**src/rtl/core/jer_pkg.sv**
```systemverilog
// Shared constants, types and controller/datapath interfaces of the elimination ring.
package jer_pkg;

   localparam int MAX_MEMBERS = 1024;
   localparam int IDX_W       = $clog2(MAX_MEMBERS);
   localparam int CNT_W       = IDX_W + 1;
   localparam int LEN_W       = 11;
   localparam int SKIP_W      = 16;
   localparam int MEMBER_W    = 11;
   localparam int CMP_W       = (CNT_W > LEN_W) ? CNT_W : LEN_W;
   localparam int DCNT_W      = $clog2(SKIP_W);
   localparam int ADDR_W      = 3;
   localparam int DATA_W      = 32;

   localparam logic [LEN_W-1:0]  RING_LENGTH_RESET = LEN_W'(1024);
   localparam logic [SKIP_W-1:0] SKIP_COUNT_RESET  = SKIP_W'(1);

   localparam logic REG_RING_LENGTH = 1'b0;
   localparam logic REG_SKIP_COUNT  = 1'b1;

   typedef enum logic [2:0] {
      ST_IDLE,
      ST_FILL,
      ST_CHECK,
      ST_DIVIDE,
      ST_PRIME,
      ST_WALK
   } state_type;

   typedef struct packed {
      logic fill_init;
      logic fill_write;
      logic div_init;
      logic div_step;
      logic walk;
      logic emit_over;
   } cmd_type;

   typedef struct packed {
      logic fill_last;
      logic game_over;
      logic div_last;
      logic steps_zero;
   } stat_type;

endpackage

```
**src/rtl/core/jer_ctrl.sv**
```systemverilog
// Controller state machine sequencing refill, remainder, walk and result.
module jer_ctrl (
   input  logic              clock,
   input  logic              reset,
   input  logic              start,
   input  logic              req_restart,
   output logic              busy,
   input  jer_pkg::stat_type stat,
   output jer_pkg::cmd_type  cmd
);
   import jer_pkg::*;

   state_type state_ff, state_in;

   always_comb begin
      state_in = state_ff;
      unique case (state_ff)
         ST_IDLE: begin
            if (start) begin
               state_in = req_restart ? ST_FILL : ST_CHECK;
            end
         end
         ST_FILL: begin
            if (stat.fill_last) begin
               state_in = ST_CHECK;
            end
         end
         ST_CHECK: begin
            state_in = stat.game_over ? ST_IDLE : ST_DIVIDE;
         end
         ST_DIVIDE: begin
            if (stat.div_last) begin
               state_in = ST_PRIME;
            end
         end
         ST_PRIME: begin
            state_in = ST_WALK;
         end
         ST_WALK: begin
            if (stat.steps_zero) begin
               state_in = ST_IDLE;
            end
         end
         default: begin
            state_in = ST_IDLE;
         end
      endcase
   end

   always_comb begin
      cmd = '0;
      unique case (state_ff)
         ST_IDLE: begin
            cmd.fill_init = start && req_restart;
         end
         ST_FILL: begin
            cmd.fill_write = 1'b1;
         end
         ST_CHECK: begin
            cmd.emit_over = stat.game_over;
            cmd.div_init  = !stat.game_over;
         end
         ST_DIVIDE: begin
            cmd.div_step = 1'b1;
         end
         ST_PRIME: begin
            // The link of the current member is read during this cycle.
            cmd = '0;
         end
         ST_WALK: begin
            cmd.walk = 1'b1;
         end
         default: begin
            cmd = '0;
         end
      endcase
   end

   always_ff @(posedge clock) begin
      if (reset) begin
         state_ff <= ST_IDLE;
      end else begin
         state_ff <= state_in;
      end
   end

   assign busy = (state_ff != ST_IDLE);

endmodule

```
**config.mk**
```make
export PLATFORM = sky130hd
export DESIGN_NAME = jer_ctrl
export DESIGN_NICKNAME = d
export VERILOG_FILES = /design/src/rtl/core/jer_pkg.sv /design/src/rtl/core/jer_ctrl.sv
export SDC_FILE = /design/constraint.sdc
export NUM_CORES = 1
export LEC_CHECK = 0
export BUFFER_PORTS_ARGS = -buffer_cell sky130_fd_sc_hd__buf_2
export CAP_MARGIN = 20
export CELL_PAD_IN_SITES_DETAIL_PLACEMENT = 2
export CELL_PAD_IN_SITES_GLOBAL_PLACEMENT = 2
export CORE_MARGIN = 8
export CORE_UTILIZATION = 16
export CTS_CLUSTER_DIAMETER = 100
export DETAILED_ROUTE_END_ITERATION = 16
export GPL_ROUTABILITY_DRIVEN = 0
export PLACE_DENSITY_LB_ADDON = 0.1
export RECOVER_POWER = 50
export REMOVE_ABC_BUFFERS = 1
export SLEW_MARGIN = 10
export SYNTH_ARGS = -nofsm -noshare
export SYNTH_HDL_FRONTEND = slang
export SYNTH_SLANG_ARGS = --single-unit
```
**constraint.sdc**
```tcl
create_clock -name clock -period 1.1 [get_ports clock]
set_input_delay 0.055 -clock clock [delete_from_list [all_inputs] [get_ports clock]]
set_output_delay 0.055 -clock clock [all_outputs]
set_load 0.03 [all_outputs]
```
* Word-level counts from Yosys, hierarchy flattened
Index checks and enable logic that the tools add are counted.
** Cells by class
- Order comparisons :: 0
- Bitwise logic cells :: 0
- Divide/modulo/power cells :: 0
- Reduce and logical (&&, ||, !) cells :: 5
- Multipliers :: 0
- Add/subtract/negate cells :: 0
- Eq/ne operators :: 9
- Muxes and demuxes :: 13
- Shift operators :: 0
** Operators with widths (count)
- $pmux W3 S6 :: 1
- $mux W3 :: 4
- $ne A2 B2 Y1 const B :: 4
- $eq A3 B2 Y1 const B :: 2
- $eq A3 B3 Y1 const B :: 2
- $mux W1 :: 6
- $mux W2 :: 2
- $reduce_and A4 Y1 :: 1
- $eq A3 B1 Y1 const B :: 1
- $logic_not A3 Y1 :: 1
- $reduce_bool A3 Y1 :: 1
- $logic_and A1 B1 Y1 :: 1
- $logic_not A1 Y1 :: 1
** Word-level totals
- Output and inout bits :: 7
- Logic and storage cells :: 28
- Register bits after elaboration :: 3
- RAM bits :: 0
- Bits in latches :: 0
- Bits in read-only memories :: 0
- Bits of input ports :: 8
- Memories kept :: 0

* Logic depth before layout (Yosys ltp)
- Depth in word-level cells :: 3
- Gate-level depth with buffers :: 4
- Mapped depth without buffers :: 3

* Least setup slack after synthesis
OpenSTA, ideal clock, no wires.
- Path type :: register -> output
- From :: register state_ff[1]
- To :: output port cmd[0] (netlist name)
- Data arrival time :: 1536 ps
- Required time :: 1045 ps
- Buffers on the path :: 0
- Setup slack :: -491 ps
- Stages on the path, launching flop included :: 3
- Cell sequence :: dfxtp_1 -> inv_1 -> nor4b_1
** RTL lines
- start, declared :: line jer_ctrl.sv:13 : state_type state_ff, state_in;
- start signal, assigned :: line jer_ctrl.sv:83 : state_ff <= state_in;
- end, declared :: line jer_ctrl.sv:9 : output jer_pkg::cmd_type cmd

==> results.sh <==
export IMPL_dieArea_mm2=0.002986
export IMPL_syn2layout_area_growth_pct=124.1
export IMPL_switching_share=0.4087
export IMPL_antenna_found_initial=0
export IMPL_slew_viol_final=0
export IMPL_cts_clk_slew_worst_paths_ps=40
export IMPL_wl_met3_um=109
export IMPL_p_clk_frac=0.230
export IMPL_top_layer_used="met3"
export IMPL_ys_warnings_count=0
export IMPL_vias_per_cell=4.676
export IMPL_synth_cell_type_count=18
export IMPL_placed_area_um2=342.8
export IMPL_cts_sinks=3
export IMPL_met1_length_um=421
export IMPL_grt_pass1_vias=378
export IMPL_avgSynthCellArea_um2=7.468
export IMPL_worstMarginPinSlew_ps=259.6
export IMPL_p_switching_mw=0.3373
export IMPL_hpwlAfterDp_um=794.6
export IMPL_drt_iter0_markers=3
export IMPL_path_class="register to output port"
export IMPL_clk_latency_ps=230
export IMPL_grt_max_degree=8
export IMPL_top_register="state_ff"
export IMPL_synth_seq_cells=3
export IMPL_arrival_ps=1190
export IMPL_drv_cap=0
export IMPL_root_buffer="clkbuf_4"
export IMPL_power_leakage_nw=0.2328
export IMPL_cp_data_required_time_ps=1040
export IMPL_place_ws_ps=-83.52
export IMPL_critPathMaxFanout=5
export IMPL_layout_worst_path_cycle_share=1.131
export IMPL_dr_total_vias=346
export IMPL_hold_path_class="input port to register"
export IMPL_layout_nets=67
export IMPL_wl_mm=1.136
export IMPL_largest_reg_flops=3
export IMPL_reg_top3="state_ff (3)"
export IMPL_coreArea_mm2=0.001454
export IMPL_fin_ws_ps=-144.0
export IMPL_start_util=0.1644
export IMPL_synth_cells=32
export IMPL_diodes=0
export IMPL_clockBufferDepth=2
export IMPL_fmax_ghz=0.8039
export IMPL_skew_ps=1.049
export IMPL_hold_viol=0
export IMPL_wl_per_cell_um=15.35
export IMPL_wl_met2_um=605
export IMPL_cts_tree="done"
export IMPL_p_per_area_mw_per_mm2=1541
export IMPL_rsz0062_at_grt="true"
export IMPL_cts_buffers=3
export IMPL_die_h_um=54.65
export IMPL_dr_pass1_iters=2
export IMPL_pwr_share_seq=0.219
export IMPL_relSlewSlack=0.8259
export IMPL_synth_area_um2=239.0
export IMPL_cp_end_kind="output port"
export IMPL_die_w_um=54.65
export IMPL_row_count=14
export IMPL_status="complete, but fails checks"
export IMPL_fin_tns_setup_ps=-865.0
export IMPL_worstSetupStartpointType="register"
export IMPL_drc=0
export IMPL_setup_violations=9
export IMPL_ant_nets=0
export IMPL_irDropWorstVdd_v=0.0006782
export IMPL_track_usage=0.07834
export IMPL_portBuffers=14
export IMPL_p_int_mw=0.4881
export IMPL_finalInstanceArea_um2=535.5
export IMPL_violations="setup timing"
export IMPL_io_pins=15
export IMPL_grt_pass1_wl_mm=1.635
export IMPL_yosysSeqAreaShare=0.2513
export IMPL_pwr_share_comb=0.551
export IMPL_htree_num_levels=1
export IMPL_period_minus_slack_ps=1244
export IMPL_grt_overflow=0
export IMPL_drive_gt1_frac=0.6724
power by group through the flow:
stage	combinational, mW	sequential, mW	clock, mW
after detailed placement	0.301	0.157	0
final	0.455	0.181	0.190
after global placement	0.297	0.157	0
after CTS	0.383	0.178	0.204
after global routing	0.489	0.186	0.217
after floorplan	0.183	0.155	0
final cells by class:
type                            count  area (µm²)
Clock buffer                        4       26.28
Fill cell                         166       918.4
Inverter                            4       17.52
Multi-Input combinational cell     23       209.0
Sequential cell                     3       68.82
Tap cell                           16       20.02
Timing Repair Buffer               24       193.9
synthesized netlist by cell type:
cell type / n / area [µm²]
buf_2: 1 / 5.000
a2111oi_2: 1 / 15.01
a211oi_1: 1 / 7.510
nand2_1: 2 / 7.510
mux2i_1: 2 / 20.02
a32oi_1: 1 / 8.760
nor4_1: 1 / 6.260
and3b_2: 1 / 10.01
dfxtp_1: 3 / 60.06
a21oi_1: 1 / 5.000
nor2_1: 7 / 26.28
buf_6: 1 / 11.26
inv_1: 4 / 15.01
o21ai_0: 2 / 10.01
or2b_1: 1 / 7.510
nor4b_1: 1 / 8.760
nor3_1: 1 / 5.000
a32o_1: 1 / 10.01
worst max-delay path: stages, from the launching register on:
cell and delay, ps:
dfxtp_4 380, or2b_1 270, nor2_1 130, buf_4 180
through the flow:
stage	util	std cells	power, mW	hold WS [ps]
2_1_floorplan	-	30	0.3380	123.9
3_3_place_gp	0.2358	64	0.4546	292.6
3_5_place_dp	0.2358	64	0.4580	287.1
4_1_cts	0.3176	70	0.7643	41.67
5_1_grt	0.3683	74	0.8919	49.48
6_report	0.3683	74	0.8254	49.34
routing by layer:
metal | global-route usage | up-vias
met5 | 0 | -
met4 | 0.03689 | 0
met3 | 0.04620 | 0
met2 | 0.1245 | 14
met1 | 0.08092 | 168
li1 | - | 164
logic make-up after synthesis:
group,count (synthesis),synth area share
compound gates,7,0.2356
buf+inv,6,0.1308
flops,3,0.2513
mux,2,0.08377
simple gates,14,0.2985
layout by cell type, fill, tap and decap left out:
cell type / n
buf_6: 9
buf_4: 7
nand2_1: 2
o21ai_0: 1
inv_4: 1
a21oi_1: 1
inv_1: 2
a211oi_1: 1
or2b_1: 1
o21ai_1: 1
nor2_4: 1
a32o_1: 1
nor3_4: 1
mux2i_1: 1
clkbuf_1: 1
dfxtp_4: 2
nor4_4: 1
inv_2: 1
a2111oi_2: 1
dfxtp_2: 1
and3b_2: 1
mux2i_4: 1
a32oi_1: 1
buf_2: 8
clkbuf_4: 3
nor4b_4: 1
nor2_1: 6
worst paths after layout:
| kind | startpoint | endpoint | slack, ps | depth (start not counted) |
|---|---|---|---|---|
| worst max-delay path | state_ff[0] | cmd[1] | -140 | 3 |
| worst min-delay path | reset | state_ff[2] | 50 | 2 |
| worst max register to register | state_ff[2] | state_ff[1] | -130 | 5 |
| worst min register to register | state_ff[2] | state_ff[2] | 680 | 3 |
timing repair:
item                                   in CTS  in global routing
setup buffers                               2                  4
gates cloned                                0                  0
setup endpoints to repair                   9                 10
resized for setup                          24                 10
endpoints found under the hold margin       0                  0
hold buffers                                0                  0
pin swaps                                   8                  4
(Power assumes the default switching activity.)
